===== src/design/assert_macros.svh =====
// Assertion macros shared by the RTL
`ifndef ASSERT_MACROS_SVH
`define ASSERT_MACROS_SVH
`ifndef NO_ASSERTIONS
`define ASSERT_CLK(label, clk, rst_n, prop, msg) \
	label: assert property (@(posedge clk) disable iff (!rst_n) prop) else $error(msg);
`define ASSERT_NR(label, clk, prop, msg) \
	label: assert property (@(posedge clk) prop) else $error(msg);
`else
`define ASSERT_CLK(label, clk, rst_n, prop, msg)
`define ASSERT_NR(label, clk, prop, msg)
`endif
`endif


===== src/design/cfa_pkg.sv =====
// ----------------------------------------------------------------------------
// cfa_pkg
// Types and constants for the contiguous fit allocator.
// ----------------------------------------------------------------------------
package cfa_pkg;
	localparam logic [1:0] FIT_FIRST = 2'd0;
	localparam logic [1:0] FIT_NEXT  = 2'd1;
	localparam logic [1:0] FIT_BEST  = 2'd2;
	localparam logic       ACT_ADD    = 1'b0;
	localparam logic       ACT_REMOVE = 1'b1;
	localparam logic [0:0] REG_FIT_MODE  = 1'b0;
	localparam logic [0:0] REG_MOVE_TIME = 1'b1;
	localparam logic [15:0] MOVE_TIME_RESET = 16'd10;

	typedef enum logic [3:0] {
		ST_IDLE, ST_CLR, ST_REMOVE, ST_SCAN, ST_SCAN_END, ST_CPT_INIT, ST_CPT,
		ST_MUL, ST_FILL_INIT, ST_FILL, ST_OUT
	} cfa_state_t;

	// controller -> datapath
	typedef struct packed {
		logic load;       // capture input item
		logic clr_step;   // clear sweep
		logic rem_step;   // remove sweep
		logic scan_init;
		logic scan_step;
		logic cpt_init;
		logic cpt_step;
		logic mul;        // latch time result
		logic fill_init;
		logic fill_step;
	} cfa_cmd_t;

	// datapath -> controller
	typedef struct packed {
		logic sweep_done;  // pointer reached the last cell, or the fill count ran out
		logic is_add;
		logic add_ok;      // add arguments valid
		logic found;
		logic older;
		logic compacted;
	} cfa_sts_t;
endpackage


===== src/design/cfa_ctrl.sv =====
// ----------------------------------------------------------------------------
// cfa_ctrl
// Sequencer for clear, remove, scan, compaction and fill sweeps.
// ----------------------------------------------------------------------------
module cfa_ctrl (
	input  logic              clk,
	input  logic              arst_n,
	input  logic              in_valid,
	output logic              in_ready,
	output logic              out_valid,
	input  logic              out_ready,
	input  cfa_pkg::cfa_sts_t sts,
	output cfa_pkg::cfa_cmd_t cmd
);
	import cfa_pkg::*;

	cfa_state_t state_q, state_d;

	always_ff @(posedge clk or negedge arst_n) begin
		if (!arst_n) state_q <= ST_CLR;
		else state_q <= state_d;
	end

	always_comb begin
		state_d = state_q;
		case (state_q)
			ST_CLR: if (sts.sweep_done) state_d = ST_IDLE;
			ST_IDLE: if (in_valid) state_d = ST_SCAN_END;
			ST_SCAN_END: begin
				// decode freshly loaded item
				if (!sts.is_add) state_d = ST_REMOVE;
				else if (!sts.add_ok) state_d = ST_OUT;
				else state_d = ST_SCAN;
			end
			ST_REMOVE: if (sts.sweep_done) state_d = ST_OUT;
			ST_SCAN: begin
				if (sts.sweep_done) begin
					if (sts.found) state_d = ST_FILL_INIT;
					else if (sts.older && !sts.compacted) state_d = ST_CPT_INIT;
					else state_d = ST_OUT;
				end
			end
			ST_CPT_INIT: state_d = ST_CPT;
			ST_CPT: if (sts.sweep_done) state_d = ST_MUL;
			ST_MUL: state_d = ST_SCAN;
			ST_FILL_INIT: state_d = ST_FILL;
			ST_FILL: if (sts.sweep_done) state_d = ST_OUT;
			ST_OUT: if (out_ready) state_d = ST_IDLE;
			default: state_d = ST_IDLE;
		endcase
	end

	always_comb begin
		cmd = '0;
		in_ready = 1'b0;
		out_valid = 1'b0;
		case (state_q)
			ST_CLR: cmd.clr_step = 1'b1;
			ST_IDLE: begin
				in_ready = 1'b1;
				cmd.load = in_valid;
			end
			ST_SCAN_END: cmd.scan_init = 1'b1;
			ST_REMOVE: cmd.rem_step = 1'b1;
			ST_SCAN: cmd.scan_step = 1'b1;
			ST_CPT_INIT: cmd.cpt_init = 1'b1;
			ST_CPT: cmd.cpt_step = 1'b1;
			ST_MUL: begin
				cmd.mul = 1'b1;
				cmd.scan_init = 1'b1;
			end
			// pick is settled in the cycle after the scan ends
			ST_FILL_INIT: cmd.fill_init = 1'b1;
			ST_FILL: cmd.fill_step = 1'b1;
			ST_OUT: out_valid = 1'b1;
			default: ;
		endcase
	end
endmodule


===== config.mk =====
export PLATFORM = sky130hd
export DESIGN_NAME = cfa_ctrl
export DESIGN_NICKNAME = d
export VERILOG_FILES = /design/src/design/assert_macros.svh /design/src/design/cfa_pkg.sv /design/src/design/cfa_ctrl.sv
export SDC_FILE = /design/constraint.sdc
export NUM_CORES = 1
export LEC_CHECK = 0
export BUFFER_PORTS_ARGS = -buffer_cell sky130_fd_sc_hd__buf_4
export CORE_AREA = 8 8 45 47
export DETAILED_ROUTE_END_ITERATION = 8
export DIE_AREA = 0 0 53 55
export GPL_TIMING_DRIVEN = 0
export PLACE_DENSITY = 0.79
export SETUP_SLACK_MARGIN = 0.05
export SLEW_MARGIN = 15
export SYNTH_ARGS = -nofsm -noshare
export SYNTH_HDL_FRONTEND = slang
export SYNTH_SLANG_ARGS = --single-unit

===== constraint.sdc =====
create_clock -name clk -period 1.45 [get_ports clk]
set_input_delay 0.0725 -clock clk [delete_from_list [all_inputs] [get_ports clk]]
set_output_delay 0.0725 -clock clk [all_outputs]
set_load 0.01 [all_outputs]

# Word level (Yosys, flattened, before mapping)
# Index checks and enable logic that the tools add are counted.
# totals
out_inout_bits	12
wordCells	46
inputBits	10
register_bits	4
# op_classes
eq_ne	16
n_reduce_logical	6
n_mux	23
# ops
op	count
4-bit 2-to-1 mux	10
4-bit case mux with 10 select lines	1
4-bit by 3-bit == test with 1-bit output, second input constant	4
4-bit == test, second input constant	3
1-bit 2-to-1 mux	12
2-bit != test, second input constant	5
4-bit by 2-bit == test with 1-bit output, second input constant	2
6-bit AND reduction	1
4-bit by 1-bit == test with 1-bit output, second input constant	1
4-bit logical NOT	1
2-bit OR reduction	2
2-bit by 1-bit != test with 1-bit output, second input constant	1
1-bit logical AND	1
1-bit logical NOT	1

# Depth between registers and ports, before layout
# Gate-level depths: netlist of run 1.
# depth
word_depth	6
depth_mapped	6
depth_no_buf	4

# Worst setup path after synthesis of run 1
# OpenSTA, ideal clock, no wires.
# synth_timing
path_type	reg-to-reg
start	register state_q[0]
end	register state_q[3]
path_stages_with_launch	5
arrival_ns	1.115
path_slack_ns	0.217
setup_ns	0.118
required_time_ns	1.332
period_less_slack_ns	1.233
n_path_buf	0
cell_sequence	dfstp_2 > and4bb_1 > o21bai_2 > nand2_1 > o2bb2ai_2
# synth_via
elab_chain_cells	4
word_cells_on_any_way	20
classes_between	eq/ne (16); mux (1); reduce/logical (3)
# synth_lines
element	line	rtl
start, declared	cfa_ctrl.sv:17	cfa_state_t state_q, state_d;
start signal, assigned	cfa_ctrl.sv:21	else state_q <= state_d;
4-bit == test / 4-bit by 2-bit == test with 1-bit output (equally long branches)	cfa_ctrl.sv:26	case (state_q)
2-bit OR reduction (no line)	n/a	
2-bit by 1-bit != test with 1-bit output (no line)	n/a	
6-bit AND reduction (no line)	n/a	
# Parallel ways exist; a longest one is shown, timed or not.
# A chain may end at the register's enable or synchronous reset.

==> results of run 1 <==
## layout by cell type (no fill, tap or decap), types with 2 or more instances in the layout
cell type,netlist,layout
nand2_2,0,3
o21ai_0,4,4
o22ai_1,2,2
buf_4,1,27
clkbuf_4,0,3
a21oi_1,6,6
nand2_1,6,3
o2bb2ai_2,2,2
nor3b_2,2,2
buf_6,4,7
dfrtp_1,3,3
nand2b_1,5,5
nor3_2,1,2
nand2b_4,2,2
nor2_1,7,7
## worst max-delay path: stages, from the launching register on
cell,delay (ns)
dfrtp_1,0.36
buf_6,0.13
or2_4,0.25
nor3_4,0.13
and2_4,0.16
buf_6,0.09
## layer usage
layer  share of wire, %  wire length [um]  vias up
met5                  0                 0        -
met4               0.87                14        0
met3                9.7               157        2
met2                 51               819       37
met1                 39               624      301
li1                   -                 -      311
## logic make-up (layout without fill, tap and decap cells)
| group | after synthesis | in the layout | synth area share (%) |
|---|---|---|---|
| and+or+nand+nor | 35 | 35 | 41.2 |
| buffers and inverters | 8 | 40 | 12.1 |
| DFF | 4 | 4 | 18.5 |
| AOI/OAI and AO/OA | 21 | 21 | 28.2 |
## layout make-up
| class | count | area, um2 | area share, % |
|---|---|---|---|
| well taps | 16 | 20.0 | 2.33 |
| multi-input cells | 56 | 417 | 48.5 |
| inverters | 1 | 3.75 | 0.437 |
| repair buffers | 29 | 228 | 26.5 |
| clock buffers | 4 | 26.3 | 3.06 |
| plain buffers | 6 | 63.8 | 7.42 |
| flip-flops and latches | 4 | 101 | 11.8 |
## path summary, 6_finish.rpt
| path | start | end | cells after the start |
|---|---|---|---|
| worst max-delay path | state_q[1]$_DFFE_PN0P_ | cmd[9] | 5 |
| worst min-delay path | arst_n | state_q[2]$_DFFE_PN0P_ | 2 |
| worst max register to register | state_q[1]$_DFFE_PN0P_ | state_q[3]$_DFFE_PN0P_ | 6 |
| worst min register to register | state_q[2]$_DFFE_PN0P_ | state_q[1]$_DFFE_PN0P_ | 2 |
| max in group asynchronous | arst_n | state_q[0]$_DFFE_PN1P_ | 2 |
| min in group clk | sts[5] | state_q[2]$_DFFE_PN0P_ | 3 |
## through the flow
step           hold WS, ns  total power [mW]
3_3_place_gp        -0.134              1.32
2_1_floorplan       -0.223              1.04
3_5_place_dp        -0.132              1.34
4_1_cts              0.159              1.63
5_1_grt              0.169              1.86
6_report             0.162              1.73
## repair_timing
item	in CTS	in global routing
buffers inserted	6	1
resized for setup	5	9
setup endpoints to repair	7	7
cloned	0	0
pin swaps	0	5
endpoints found under the hold margin	4	0
hold buffers	1	0
## power by group through the flow
stage	clock network [mW]	registers [mW]	logic, mW
detailed placement	0	0.198	1.14
floorplan	0	0.191	0.850
global route	0.166	0.202	1.49
finish	0.153	0.198	1.38
CTS	0.157	0.198	1.27
global placement	0	0.198	1.13
==> impl_metrics.toml, run 1 <==
[run_status]
status = "finished, final reports clean"

[cts]
cts_root_buffer = "clkbuf_4"
numCtsBuffers = 3
h-tree-depth = 1
tritoncts = "yes"
clockBufferDepth = 2
numClockSinks = 4
worst_skew_pair.late_latency_ns = 0.24
path_clk_slew_ns = 0.05

[routing]
drt-initial-drc-count = 15
wire_per_inst_um = 13.9
routed_wl_um = 1620
detailedRoute.firstPassIterationCount = 4
drc = 0
vias_per_cell = 5.61
ant_nets = 0
via_count = 651

[synth]
synth_common_cells = "nor2_1, a21oi_1, nand2_1"
synth-async-reset-ratio_pct = 100
netlist_area_um2 = 549
ys.flop_type = "dfrtp_1"
yosys_warnings = 0
synth_seq_cells = 4
seq_area_frac_synth_pct = 18.5
synth_top_area_cell = "dfrtp_1"
ys_types = 33
synth_top_area_share_pct = 13.7
synthTopCellsByArea = "dfrtp_1, buf_6, nand2b_1"
synth_most_common_cell = "nor2_1"
synth-edff-count = 0
syn_area_per_cell_um2 = 8.08
syn_nets = 78
netlist_instances = 68

[power]
p_leak_nw = 0.380
p_switching_mw = 0.771
peakVddDrop_mv = 0.644
power_frac_comb_pct = 79.7
power.share.clock_pct = 8.9
switching_share_pct = 44.5
internal_power_mw = 0.962
seq_power_share_pct = 11.4
power.density_nw_per_um2 = 2020

[cells_and_area]
final_cells = 116
largestRegisters = "state_q: 4 flops"
fill_cells = 108
fin_nets = 111
area_delta_synth_final_pct = 56.5
drive_above_1_share_pct = 56.0
finish.utilization_pct = 62.1
regMostFlops = "state_q"
finalInstanceArea_um2 = 860
n_antenna_cell = 0
largest_reg_flops = 4

[placed_design]
place_congestion = 0.846
port_buffers = 21
pre_cts_slack_ns = 0.113
dp_hpwl_um = 1150
dp.cells = 105
placed_cell_area_um2 = 727

[sta]
rsz0062_at_grt = "true"
fin_crit_sh_pct = 99.8
final_max_slew_viol_count = 0
clock_skew_ns = 0.0132
finalSetupViolCount = 0
hold_viol = 0
fin_ws_ns = 0.00354
max_slew_margin_pct = 83.6
worstMarginPinSlew_ns = 0.244
fmax_mhz = 691
fin_setup_tns_ns = 0
min_period_ns = 1.45

[setup_path]
cp_data_arrival_time_ns = 1.37
end_kind = "primary output"
required_ns = 1.38
cp_max_fo = 5
worstSetupPathType = "flip-flop to primary output"
worstSetupStartpointType = "flip-flop"
reg2reg_setup_slack_ns = 0.08

[floorplan]
start_util_pct = 39.7
coreArea_um2 = 1380
die_x_um = 53
ios = 22
placementRows = 14
die_h_um = 55
die_area_um2 = 2920

[grt]
grt_pass1_wl_um = 2460
grt_pass1_vias = 593
grtUsageMet2_pct = 19.3
gr-total-overflow = 0
busiest_layer = "met2"
use_met1_pct = 11.6
met3_usage_pct = 2.14
grt_max_degree = 19
grt_usage_pct = 10.7
antenna_found_initial = 0

[hold_path]
hp-class = "input port to async pin"

[job]
maxCapViolations = 0
Note: power is estimated with default switching activity, not from simulation.
==> run 2: changes to the inputs <==
ABC_AREA = 1   (was unset)
PLACE_DENSITY = 0.72   (was 0.79)
==> run 2 against run 1 <==
Design area down 15%. Clock-buffer cell count stayed put. Die area unchanged. Core utilization shrank 9.6 points. Final cell count rose by 9.5%. Critical endpoint is now cmd[5].
==> impl_metrics.toml, run 2 <==
[setup_path]
crit_path_cell_trace = "nand2_1, nor2_4, buf_4"
end_kind = "primary output"
worstSetupStartpointType = "flip-flop"
slowest_stage = "dfstp_2"
cp_num_buf_inv = 1
cp_max_fo = 5
worstSetupPathType = "flip-flop to primary output"
crit_family = "flip-flops"
max_stage_delay_ns = 0.59
cp_data_arrival_time_ns = 1.31
required_ns = 1.38

[synth]
synth_most_common_cell = "nand2_1"
syn_area_per_cell_um2 = 5.56
ys_types = 15
netlist_instances = 84
synthTopCellsByArea = "nand2_1, dfrtp_1, nor2_1"
synth_seq_cells = 4
netlist_area_um2 = 467
synth_common_cells = "nand2_1, nor2_1, inv_1"
synth_top_area_share_pct = 20.1
synth-edff-count = 0
syn_nets = 94
synth-async-reset-ratio_pct = 100
synth_top_area_cell = "nand2_1"
ys.flop_type = "dfrtp_1"
seq_area_frac_synth_pct = 21.7
yosys_warnings = 0

[cells_and_area]
final_cells = 127
finish.utilization_pct = 52.5
largestRegisters = "state_q: 4 flops"
mostFrequentLayoutCells = "buf_4, nand2_1, nor2_1"
drive_above_1_share_pct = 39.6
n_antenna_cell = 0
mostFrequentLayoutCell = "buf_4"
regMostFlops = "state_q"
area_delta_synth_final_pct = 55.8
largest_reg_flops = 4
fill_cells = 145
fin_nets = 122

[floorplan]
die_h_um = 55
coreArea_um2 = 1380
die_x_um = 53
die_area_um2 = 2920
ios = 22
placementRows = 14
start_util_pct = 33.7

[sta]
worstMarginPinSlew_ns = 0.233
max_slew_margin_pct = 84.4
fin_crit_sh_pct = 95.2
hold_viol = 0
rsz0062_at_grt = "true"
clock_skew_ns = 0.00641
final_max_slew_viol_count = 0
min_period_ns = 1.38
fmax_mhz = 725
finalSetupViolCount = 0

[power]
switching_share_pct = 50.9
power_frac_comb_pct = 68.0
peakVddDrop_mv = 0.616
p_leak_nw = 0.439
p_switching_mw = 0.656
internal_power_mw = 0.633
total_power_mw = 1.29
power.density_nw_per_um2 = 1770
power.share.clock_pct = 11.5
seq_power_share_pct = 20.5

[grt]
grt_max_degree = 8
antenna_found_initial = 0
gr-total-overflow = 0
grt_pass1_vias = 519
grt_pass1_wl_um = 2100
grt_usage_pct = 9.03

[cts]
h-tree-depth = 1
worst_skew_pair.late_latency_ns = 0.23
tritoncts = "yes"
numClockSinks = 4
path_clk_slew_ns = 0.04
clockBufferDepth = 2
cts_root_buffer = "clkbuf_4"
numCtsBuffers = 3

[routing]
ant_nets = 0
detailedRoute.firstPassIterationCount = 4
wire_per_inst_um = 10.2
vias_per_cell = 4.57
routed_wl_um = 1300
via_count = 580
drt-initial-drc-count = 10
drc = 0

[placed_design]
dp.cells = 121
port_buffers = 21
place_congestion = 0.798
dp_hpwl_um = 1070

[hold_path]
hp-class = "input port to async pin"

[run_status]
status = "finished, final reports clean"

[job]
maxCapViolations = 0
[run 2: what timing repair did]
action / in CTS / in global routing
setup endpoints to repair: 6 / 10
resized for setup: 1 / 14
setup buffers: 0 / 1
endpoints found under the hold margin: 4 / 0
hold buffers: 1 / 0
pin swaps: 0 / 3
[run 2: layer usage]
layer	vias up	global-route usage [%]	share of wire, %
met3	0	3.74	10
met1	253	11.3	45
met4	0	2.59	0
met5	-	0	0
li1	310	-	-
met2	17	13.9	45
[run 2: power groups by stage]
| stage | Clock (mW) | Combinational, mW | Sequential, mW |
|---|---|---|---|
| 2_1_floorplan | 0 | 0.564 | 0.218 |
| 3_3_place_gp | 0 | 0.804 | 0.237 |
| 3_5_place_dp | 0 | 0.807 | 0.238 |
| 4_1_cts | 0.151 | 0.816 | 0.238 |
| 5_1_grt | 0.162 | 1.00 | 0.272 |
| 6_report | 0.148 | 0.877 | 0.264 |
[run 2: final cells by class]
type                       instances  area (um2)  share of cell area (%)
tap                               16        20.0                    2.75
sequential                         4         103                    14.1
clock buffer                       4        26.3                    3.61
multi-input combinational         64         340                    46.8
timing repair buffer              23         175                    24.1
inverter                          16        62.6                    8.61
[run 2: final timing paths]
check	startpoint	end	slack [ns]	cells after the start
min in group clk	sts[5]	state_q[2]$_DFFE_PN0P_	0.23	4
max in group asynchronous	arst_n	state_q[0]$_DFFE_PN1P_	1.09	2
max	state_q[0]$_DFFE_PN1P_	cmd[5]	0.07	3
min reg2reg	state_q[0]$_DFFE_PN1P_	state_q[0]$_DFFE_PN1P_	0.51	2
min	arst_n	state_q[3]$_DFFE_PN0P_	0.17	2
max reg2reg	state_q[0]$_DFFE_PN1P_	state_q[1]$_DFFE_PN0P_	0.10	9
[run 2: logic make-up (layout without fill, tap and decap cells)]
| family | Yosys count | count (layout) | synth area share, % |
|---|---|---|---|
| buffers and inverters | 16 | 43 | 12.9 |
| AOI/OAI and AO/OA | 2 | 2 | 4.56 |
| and+or+nand+nor | 62 | 62 | 60.9 |
| DFF | 4 | 4 | 21.7 |
[run 2: through the flow]
| stage | setup TNS [ns] | area, um2 | hold slack, ns | worst slack [ns] |
|---|---|---|---|---|
| 4_1_cts | 0 | 683 | 0.162 | 0.0611 |
| 2_1_floorplan | 0 | 467 | -0.223 | 0.171 |
| 3_3_place_gp | 0 | 644 | -0.133 | 0.0421 |
| 3_5_place_dp | 0 | 644 | -0.131 | 0.0239 |
| 6_report | 0 | 727 | 0.165 | 0.0702 |
| 5_1_grt | -0.0464 | 727 | 0.170 | -0.0201 |
==> run 3: changes to the inputs <==
RECOVER_POWER = 100   (was unset)
REMOVE_ABC_BUFFERS = 1   (was unset)
SLEW_MARGIN = unset   (was 15)
==> run 3 against run 2 <==
Combinational power about the same. Clock power about the same. Total power barely moved. Clock skew is the same. Sequential power barely moved. Register-to-register slack hardly changed.
==> impl_metrics.toml, run 3 (synthesized netlist as in run 2, its figures left out) <==
[cells_and_area]
drive_above_1_share_pct = 38.7
fin_nets = 122
area_delta_synth_final_pct = 55.0
regMostFlops = "state_q"
fill_cells = 147
n_antenna_cell = 0
ff_latch_area_um2 = 103
multi_input_comb_area_um2 = 340
mostFrequentLayoutCells = "nand2_1, buf_4, nor2_1"
final_cells = 127
largestRegisters = "state_q: 4 flops"
finish.utilization_pct = 52.3
largest_reg_flops = 4

[routing]
ant_nets = 0
via_count = 580
wire_per_inst_um = 10.2
drt-initial-drc-count = 10
drc = 0
routed_wl_um = 1300
detailedRoute.firstPassIterationCount = 4
vias_per_cell = 4.57

[cts]
worst_skew_pair.late_latency_ns = 0.23
clockBufferDepth = 2
numClockSinks = 4
tritoncts = "yes"
cts_root_buffer = "clkbuf_4"
h-tree-depth = 1
path_clk_slew_ns = 0.04
numCtsBuffers = 3

[floorplan]
coreArea_um2 = 1380
placementRows = 14
ios = 22
die_x_um = 53
die_h_um = 55
die_area_um2 = 2920
start_util_pct = 33.7

[sta]
fmax_mhz = 725
max_slew_margin_pct = 84.4
min_period_ns = 1.38
finalSetupViolCount = 0
clock_skew_ns = 0.00641
hold_viol = 0
rsz0062_at_grt = "true"
final_max_slew_viol_count = 0
worstMarginPinSlew_ns = 0.233
fin_crit_sh_pct = 95.1

[setup_path]
cp_data_arrival_time_ns = 1.31
r2r_end = "state_q[1]$_DFFE_PN0P_"
cp_max_fo = 5
end_kind = "primary output"
worstSetupPathType = "flip-flop to primary output"
worstSetupStartpointType = "flip-flop"
r2r-start = "state_q[0]$_DFFE_PN1P_"
worst-r2r-cell-count = 9
crit_path_cell_trace = "nand2_1, nor2_4, buf_4"
max_stage_delay_ns = 0.59
required_ns = 1.38
cp_num_buf_inv = 1
crit_path_start = "state_q[0]$_DFFE_PN1P_"
slowest_stage = "dfstp_2"
endpoint = "cmd[5]"
worst-path-stages = 3
crit_family = "flip-flops"
reg2reg_setup_slack_ns = 0.10

[placed_design]
dp_hpwl_um = 1070
port_buffers = 21
dp.cells = 121
place_congestion = 0.798

[grt]
grt_pass1_vias = 519
gr-total-overflow = 0
grt_usage_pct = 9.03
busiest_layer = "met2"
grtUsageMet2_pct = 13.9
antenna_found_initial = 0
grt_max_degree = 8
grt_pass1_wl_um = 2100
met3_usage_pct = 3.74
use_met1_pct = 11.3

[job]
maxCapViolations = 0

[power]
switching_share_pct = 51.0
p_switching_mw = 0.657
internal_power_mw = 0.632
peakVddDrop_mv = 0.616
power.density_nw_per_um2 = 1780
seq_power_share_pct = 20.5
power.share.clock_pct = 11.5
p_leak_nw = 0.435
total_power_mw = 1.29
power_frac_comb_pct = 68.0

[run_status]
status = "finished, final reports clean"

[hold_path]
hp-class = "input port to async pin"
run 3: worst min-delay path by stage:
stage | start | end | slack, ns | depth (start not counted)
5_1_grt | arst_n | state_q[3]$_DFFE_PN0P_ | 0.20 | 2
3_3_place_gp | arst_n | state_q[1]$_DFFE_PN0P_ | -0.13 | 1
6_report | arst_n | state_q[3]$_DFFE_PN0P_ | 0.19 | 2
3_5_place_dp | arst_n | state_q[1]$_DFFE_PN0P_ | -0.13 | 1
4_1_cts | arst_n | state_q[3]$_DFFE_PN0P_ | 0.16 | 2
2_1_floorplan | arst_n | state_q[1]$_DFFE_PN0P_ | -0.22 | 0
run 3: power by group through the flow:
stage	Combinational (mW)	Sequential [mW]	Clock (mW)
final	0.876	0.265	0.148
after detailed placement	0.807	0.238	0
after global routing	1.00	0.272	0.162
after floorplan	0.564	0.218	0
after global placement	0.804	0.237	0
after CTS	0.816	0.238	0.151
run 3: area by class of cell:
type	count	share of cell area, %
sequential	4	14.2
timing repair buffer	23	23.7
tap	16	2.77
multi-input combinational	64	47.1
inverter	16	8.65
clock buffer	4	3.63
run 3: layer usage:
metal | up-vias | routed length [um]
met4 | 0 | 0
met5 | - | 0
met1 | 253 | 579
li1 | 310 | -
met2 | 17 | 580
met3 | 0 | 135
run 3: repair_timing:
action                                  in CTS  in global routing
endpoints found under the setup margin       6                 10
pin swaps                                    0                  3
endpoints found under the hold margin        4                  0
gates cloned                                 0                  0
hold buffers                                 1                  0
buffers inserted                             0                  1
resized for setup                            1                 14
run 3: metrics by stage:
stage,hold slack [ns],setup slack [ns],area [um2],TNS [ns]
6_report,0.186,0.0704,723,0
5_1_grt,0.204,-0.0201,723,-0.0464
4_1_cts,0.162,0.0611,683,0
3_5_place_dp,-0.131,0.0239,644,0
3_3_place_gp,-0.133,0.0421,644,0
2_1_floorplan,-0.223,0.171,467,0
